## src/rtl/goq_pkg.sv

```systemverilog
// shared types, widths and sector constants for the gradient orientation quantizer
package goq_pkg;

	localparam int DW   = 11;  // derivative width
	localparam int MAGW = 22;  // squared magnitude width, 2 * 1024^2 fits
	localparam int TANW = 19;  // q16 tangent constant width
	localparam int PRDW = 30;  // ax * tangent and ay << 16 compare width
	localparam int OW   = 3;   // orientation label width
	localparam int NTAN = 4;

	// tangents of 11.25, 33.75, 56.25 and 78.75 degrees in q16
	localparam logic [TANW-1:0] TAN_Q16 [NTAN] = '{
		19'd13036, 19'd43790, 19'd98082, 19'd329472
	};

	// chosen gradient handed to the sector stage
	typedef struct packed {
		logic [DW-1:0] ax;
		logic [DW-1:0] ay;
		logic          opp;     // dx and dy nonzero with opposite signs
		logic          border;
	} sector_in_t;

	function automatic logic [MAGW-1:0] sq_mag(input logic signed [DW-1:0] x,
			input logic signed [DW-1:0] y);
		logic signed [MAGW-1:0] xs;
		logic signed [MAGW-1:0] ys;
		logic signed [MAGW-1:0] xx;
		logic signed [MAGW-1:0] yy;
		xs = {{(MAGW-DW){x[DW-1]}}, x};
		ys = {{(MAGW-DW){y[DW-1]}}, y};
		xx = xs * xs;
		yy = ys * ys;
		return unsigned'(xx) + unsigned'(yy);
	endfunction

	function automatic logic [DW-1:0] abs_val(input logic signed [DW-1:0] v);
		return v[DW-1] ? unsigned'(-v) : unsigned'(v);
	endfunction

endpackage

```

## src/rtl/gradient_orientation_quantizer.sv

```systemverilog
// gradient orientation quantizer top level: three-stage pipeline, one pixel per clock
//
//  channel | valid     | ready     | payload
//  pixel   | pix_valid | pix_ready | dx_/dy_ blue, green, red, on_border
//  label   | ori_valid | ori_ready | orientation
//
// from accept to label valid: stages 1, 2, 3; one word per clock unless stalled
// stage 1 squares all six derivatives, stage 2 picks the channel and takes
// absolute values, stage 3 runs the four tangent compares into the output register
// each stage advances when the stage after it is empty or moving, so bubbles close up
// arst_n clears the stage valid bits only; payload registers are not reset
module gradient_orientation_quantizer
	import goq_pkg::*;
(
	input  logic                 clk,
	input  logic                 arst_n,
	input  logic                 pix_valid,
	output logic                 pix_ready,
	input  logic signed [DW-1:0] dx_blue,
	input  logic signed [DW-1:0] dy_blue,
	input  logic signed [DW-1:0] dx_green,
	input  logic signed [DW-1:0] dy_green,
	input  logic signed [DW-1:0] dx_red,
	input  logic signed [DW-1:0] dy_red,
	input  logic                 on_border,
	output logic                 ori_valid,
	input  logic                 ori_ready,
	output logic [OW-1:0]        orientation
);

	logic                 valid_s1, valid_s2, valid_s3;
	logic                 en1, en2, en3;

	logic [MAGW-1:0]      mag_b_s1, mag_g_s1, mag_r_s1;
	logic signed [DW-1:0] dx_b_s1, dy_b_s1, dx_g_s1, dy_g_s1, dx_r_s1, dy_r_s1;
	logic                 border_s1;

	sector_in_t           sec_s2;
	sector_in_t           sec_d;
	logic [OW-1:0]        ori_d;
	logic [OW-1:0]        ori_s3;

	logic signed [DW-1:0] dx_sel, dy_sel;

	assign en3       = !valid_s3 || ori_ready;
	assign en2       = !valid_s2 || en3;
	assign en1       = !valid_s1 || en2;
	assign pix_ready = en1;

	always_ff @(posedge clk or negedge arst_n) begin
		if (!arst_n) begin
			valid_s1 <= 1'b0;
			valid_s2 <= 1'b0;
			valid_s3 <= 1'b0;
		end else begin
			if (en1) valid_s1 <= pix_valid;
			if (en2) valid_s2 <= valid_s1;
			if (en3) valid_s3 <= valid_s2;
		end
	end

	// stage 1: squared magnitudes
	always_ff @(posedge clk) begin
		if (en1 && pix_valid) begin
			mag_b_s1  <= sq_mag(dx_blue, dy_blue);
			mag_g_s1  <= sq_mag(dx_green, dy_green);
			mag_r_s1  <= sq_mag(dx_red, dy_red);
			dx_b_s1   <= dx_blue;
			dy_b_s1   <= dy_blue;
			dx_g_s1   <= dx_green;
			dy_g_s1   <= dy_green;
			dx_r_s1   <= dx_red;
			dy_r_s1   <= dy_red;
			border_s1 <= on_border;
		end
	end

	// stage 2: strongest channel, ties to the lower channel
	always_comb begin
		priority if (mag_b_s1 >= mag_g_s1 && mag_b_s1 >= mag_r_s1) begin
			dx_sel = dx_b_s1;
			dy_sel = dy_b_s1;
		end else if (mag_g_s1 >= mag_r_s1) begin
			dx_sel = dx_g_s1;
			dy_sel = dy_g_s1;
		end else begin
			dx_sel = dx_r_s1;
			dy_sel = dy_r_s1;
		end
	end

	always_comb begin
		sec_d.ax     = abs_val(dx_sel);
		sec_d.ay     = abs_val(dy_sel);
		sec_d.opp    = (dx_sel != '0) && (dy_sel != '0) && (dx_sel[DW-1] != dy_sel[DW-1]);
		sec_d.border = border_s1;
	end

	always_ff @(posedge clk) begin
		if (en2 && valid_s1) begin
			sec_s2 <= sec_d;
		end
	end

	// stage 3: sector label into the output register
	goq_sector u_sector (
		.sec         (sec_s2),
		.orientation (ori_d)
	);

	always_ff @(posedge clk) begin
		if (en3 && valid_s2) begin
			ori_s3 <= ori_d;
		end
	end

	assign ori_valid   = valid_s3;
	assign orientation = ori_s3;

	a_border_zero: assert property (@(posedge clk) disable iff (!arst_n)
		valid_s2 && en3 && sec_s2.border |=> ori_valid && orientation == '0)
		else $error("border pixel gave a nonzero label");

	a_flat_zero: assert property (@(posedge clk) disable iff (!arst_n)
		valid_s2 && en3 && sec_s2.ax == '0 && sec_s2.ay == '0 |=> orientation == '0)
		else $error("zero gradient gave a nonzero label");

	a_vertical: assert property (@(posedge clk) disable iff (!arst_n)
		valid_s2 && en3 && !sec_s2.border && sec_s2.ax == '0 && sec_s2.ay != '0
		|=> orientation == OW'(4))
		else $error("vertical gradient not labeled four");

	a_ready: assert property (@(posedge clk) disable iff (!arst_n)
		pix_ready == (!valid_s1 || !valid_s2 || !valid_s3 || ori_ready))
		else $error("input ready does not match pipeline occupancy");

	a_opp_nonzero: assert property (@(posedge clk) disable iff (!arst_n)
		valid_s1 && sec_d.opp |-> sec_d.ax != '0 && sec_d.ay != '0)
		else $error("opposite-sign flag set with a zero component");

endmodule

```

## src/rtl/goq_sector.sv

```systemverilog
// sector test against q16 tangents and folding into the 0..7 label
module goq_sector
	import goq_pkg::*;
(
	input  sector_in_t     sec,
	output logic [OW-1:0]  orientation
);

	logic [PRDW-1:0] ay_shift;
	logic [NTAN-1:0] hit;
	logic [OW-1:0]   q;
	logic            zero;

	assign ay_shift = PRDW'({sec.ay, 16'b0});
	assign zero     = (sec.ax == '0) && (sec.ay == '0);

	always_comb begin
		for (int k = 0; k < NTAN; k++) begin
			hit[k] = ay_shift >= (PRDW'(sec.ax) * PRDW'(TAN_Q16[k]));
		end
	end

	assign q = OW'($countones(hit));

	always_comb begin
		priority if (sec.border || zero) begin
			orientation = '0;
		end else if (sec.opp) begin
			orientation = OW'(4'd8 - {1'b0, q});
		end else begin
			orientation = q;
		end
	end

endmodule

```

## config.mk

```make
export PLATFORM = sky130hd
export DESIGN_NAME = gradient_orientation_quantizer
export DESIGN_NICKNAME = d
export VERILOG_FILES = /design/src/rtl/goq_pkg.sv /design/src/rtl/gradient_orientation_quantizer.sv /design/src/rtl/goq_sector.sv
export SDC_FILE = /design/constraint.sdc
export NUM_CORES = 2
export LEC_CHECK = 0
export BUFFER_PORTS_ARGS = -buffer_cell sky130_fd_sc_hd__buf_4
export CAP_MARGIN = 40
export CORE_MARGIN = 2
export CORE_UTILIZATION = 65
export CTS_CLUSTER_DIAMETER = 200
export CTS_CLUSTER_SIZE = 28
export DETAILED_ROUTE_END_ITERATION = 8
export PLACE_DENSITY = 0.82
export SYNTH_ARGS = -nofsm -noshare
export SYNTH_HDL_FRONTEND = slang
export SYNTH_HIERARCHICAL = 1
export SYNTH_SLANG_ARGS = --single-unit
```

## constraint.sdc

```tcl
create_clock -name clk -period 19.2 [get_ports clk]
set_clock_uncertainty 0.2 [all_clocks]
set_input_delay 1.92 -clock clk [delete_from_list [all_inputs] [get_ports clk]]
set_output_delay 1.92 -clock clk [all_outputs]
set_load 0.03 [all_outputs]
```

==> summary.md <==
From bottom edge to top edge, the die measures 265 um. The number of cells on the worst reg-to-reg path is 33. The first global-routing pass estimated 170 mm of wire.

The run finished with clean final reports. The time the final worst path needs with I/O delays and setup is 9.74 ns. For this block, the routed nets add up to 102 mm of wire. The max-slew headroom at the worst pin was 0.417; the average size of a mapped cell was 9.84 um2. The cell chosen for the clock root is sky130_fd_sc_hd__clkbuf_16. For this design, the CTS-stage hold fixing added 0 buffers. The share of final-layout standard cells stronger than drive strength 1 was 0.0377.

The number of DRC markers after the initial detailed-route iteration is 1945. The critical path is of the register to register type. Relative to the synthesized area, the layout overhead comes to 4.54%. The number of port buffers was 75; the sequential-to-total area share from yosys stat was 0.110. Buffers inserted during clock tree synthesis total 17. Number of flops mapped to enable cells by yosys: 160. Site row count: 95. In the final routed layout, each cell accounts on average for 18.8 um. The run gives 0.0674 mm2 as the area of the core. The fraction of the mapped netlist area in adder cells was 0.566; the count of different cell masters after synthesis was 83.

The synthesized net count came out at 6073. The simple-gate share of the synthesized area came out at 0.0917. Most frequent standard cell in the layout excluding fill and tap cells: sky130_fd_sc_hd__inv_1. The portion of netlist area occupied by mux cells was 0.00751; the clock-pin slew of the registers on the worst-case setup and hold paths was 0.08 ns. In this run the critical register-to-register path is launched from sec_s2[21]. Startpoint kind of the worst setup timing path: a register. The required time of the critical path was 19.22 ns; the number of iterations in the first detailed-routing pass was 5. The ratio of final minimum period to clock period came out at 0.507. The dominant synthesized flop cell is sky130_fd_sc_hd__edfxtp_1. The transition time at the pin with the least slew margin is 0.872 ns. TritonCTS built the clock tree.

The cell that appears most often on the critical path is sky130_fd_sc_hd__ha_1. In the layout the commonest cells are sky130_fd_sc_hd__inv_1, sky130_fd_sc_hd__fa_1, sky130_fd_sc_hd__ha_1, sky130_fd_sc_hd__nand2_1, sky130_fd_sc_hd__edfxtp_1. For the setup slack of the worst register-to-register path, the log shows 9.46 ns. In this run the count of I/O pins placed on the die edge is 76. The synthesis warning total was 6; the post-detailed-route count of antenna-violating nets was 0. The final setup TNS is 0 ns, and the compound-gate portion of the synthesized area is 0.0683. The min-delay analysis places its worst path in the category register to register.

The arrival time at the worst endpoint was 9.75 ns; the number of diodes was 0. The effective utilization at floorplan was 0.658. The run gives 0 as the post-CTS setup buffer count.

In the routed design, unresolved DRC markers number 0. Measured along the x axis, the die boundary spans 265 um. The tools report the cell area after technology mapping as 0.0443 mm2. The via count of the first global-routing pass was 33.6k. CTS built an H-tree with a depth of 4. Maximum clock frequency: 103 MHz. The mean number of vias per cell came out at 5.64. The tools report the critical path endpoint category as a register. In this run the deepest clock path goes through 2 buffers. The last weighted congestion value of the routability-driven placer was 0.941; the setup-violating endpoint count in the final report was 0. Overall global routing resource usage: 0.308.

Of all nets on the critical path, the largest fanout is 13. The tools report the count of pins over their slew limit as 0. The floorplan die area is 0.0703 mm2, and the total of flip-flops plus latches after synthesis is 163. For the maximum number of pins on one net before global-route repair, the log shows 68. The count of vias placed by the detailed router is 30.5k. On the worst path, the slowest cell contributes a delay of 0.82 ns. Once the clock tree was built, the resizer swapped 0 gates to a different size. The share of synthesized registers carrying an async set or reset came out at 0.0184. Worst-skew pair later-pin latency: 0.46 ns.

By area, the combinational part of the netlist is dominated by adder cells. Setup repair after global routing left no endpoint under its margin. Max-cap violations in this run came to 0. The tree built by TritonCTS fans out to 163 sinks. The tools report the termination of the worst setup path as orientation[2]. Summed over all layers, the global routing overflow is 0. The run gives 6096 as the final net count.

The worst slack on hold paths is 0.233 ns. The xor and xnor area share after synthesis works out to 0.0399. Launching instance or port of the critical path: sec_s2[21]. The HPWL after detailed placement is 86.7 mm. Number of antenna violations at the first check in global routing: 0. Synthesis handed over a netlist of 4503 instances. The final hold violation count is 0, and the utilization of the core after routing is 0.688. The critical-path cell with the highest stage delay is sky130_fd_sc_hd__edfxtp_1.

The tools report the worst reg2reg path endpoint as orientation[2].
[state kept, by name, summed over array words and instances (netlist names), 3 cells and up]
register / cells
dx_r_s1: 11
sec_s2: 24
mag_b_s1: 22
dy_g_s1: 11
orientation: 3
dy_r_s1: 11
mag_g_s1: 22
dx_b_s1: 11
dy_b_s1: 11
dx_g_s1: 11
mag_r_s1: 22
[routing by layer]
layer / GRT usage / up-vias / part of all wire
met5: 0 / - / 0
li1: - / 13967 / -
met3: 0.0352 / 206 / 0.053
met4: 0.117 / 0 / 0.040
met1: 0.392 / 15425 / 0.40
met2: 0.544 / 908 / 0.51
[metrics by stage]
| stage | area [um2] | instances | worst slack (ns) |
|---|---|---|---|
| floorplan | 44300 | 4503 | 10.69 |
| global placement | 45700 | 5377 | 9.61 |
| detailed placement | 45700 | 5380 | 9.44 |
| CTS | 46300 | 5412 | 9.45 |
| global route | 46300 | 5412 | 8.87 |
| finish | 46300 | 5412 | 9.46 |
[synthesized netlist by cell type (30+ instances only)]
cell type | number | area share
sky130_fd_sc_hd__o21ai_0 | 68 | 0.0077
sky130_fd_sc_hd__xnor2_1 | 153 | 0.030
sky130_fd_sc_hd__a21oi_1 | 130 | 0.015
sky130_fd_sc_hd__clkbuf_1 | 74 | 0.0063
sky130_fd_sc_hd__nand2b_1 | 33 | 0.0047
sky130_fd_sc_hd__nand2_1 | 247 | 0.021
sky130_fd_sc_hd__nor3_1 | 30 | 0.0034
sky130_fd_sc_hd__inv_1 | 1284 | 0.11
sky130_fd_sc_hd__nor2b_1 | 79 | 0.011
sky130_fd_sc_hd__ha_1 | 655 | 0.18
sky130_fd_sc_hd__nor2_1 | 114 | 0.0097
sky130_fd_sc_hd__a21o_1 | 67 | 0.011
sky130_fd_sc_hd__nand3_1 | 33 | 0.0037
sky130_fd_sc_hd__fa_1 | 844 | 0.38
sky130_fd_sc_hd__edfxtp_1 | 160 | 0.11
sky130_fd_sc_hd__and2_1 | 137 | 0.019
sky130_fd_sc_hd__xor2_1 | 49 | 0.0097
[critical path: cells and delay by family (launching register included)]
kind,cells,cell delay (ns)
simple gates,6,1.29
fa+ha+maj,11,4.26
flops,1,0.82
buf+inv,6,0.43
xor+xnor,2,0.28
compound gates,8,2.20
[kinds of logic after synthesis]
| logic type | after synthesis |
|---|---|
| AO/OA/AOI/OAI | 447 |
| XOR/XNOR | 202 |
| adder cells (fa/ha/maj) | 1499 |
| buffers and inverters | 1365 |
| flip-flops | 163 |
| multiplexers | 31 |
| AND/OR/NAND/NOR | 796 |
[cell type report]
class | count | area (um2)
Tap cell | 873 | 1090
Fill cell | 5048 | 21100
Clock buffer | 17 | 425
Clock inverter | 15 | 183
Inverter | 1284 | 4820
Sequential cell | 163 | 4880
Timing Repair Buffer | 85 | 656
Multi-Input combinational cell | 2975 | 34300
[how the worst min path moves through the flow]
stage / startpoint / to / depth (start not counted)
after floorplan: border_s1 / sec_s2[0] / 0
after global placement: border_s1 / sec_s2[0] / 0
after detailed placement: border_s1 / sec_s2[0] / 0
after CTS: border_s1 / sec_s2[0] / 0
after global routing: border_s1 / sec_s2[0] / 0
final: border_s1 / sec_s2[0] / 0
Power is left out: the tool's default activity adds up to more than one toggle a clock period on the data nets, which glitch-free logic cannot reach.
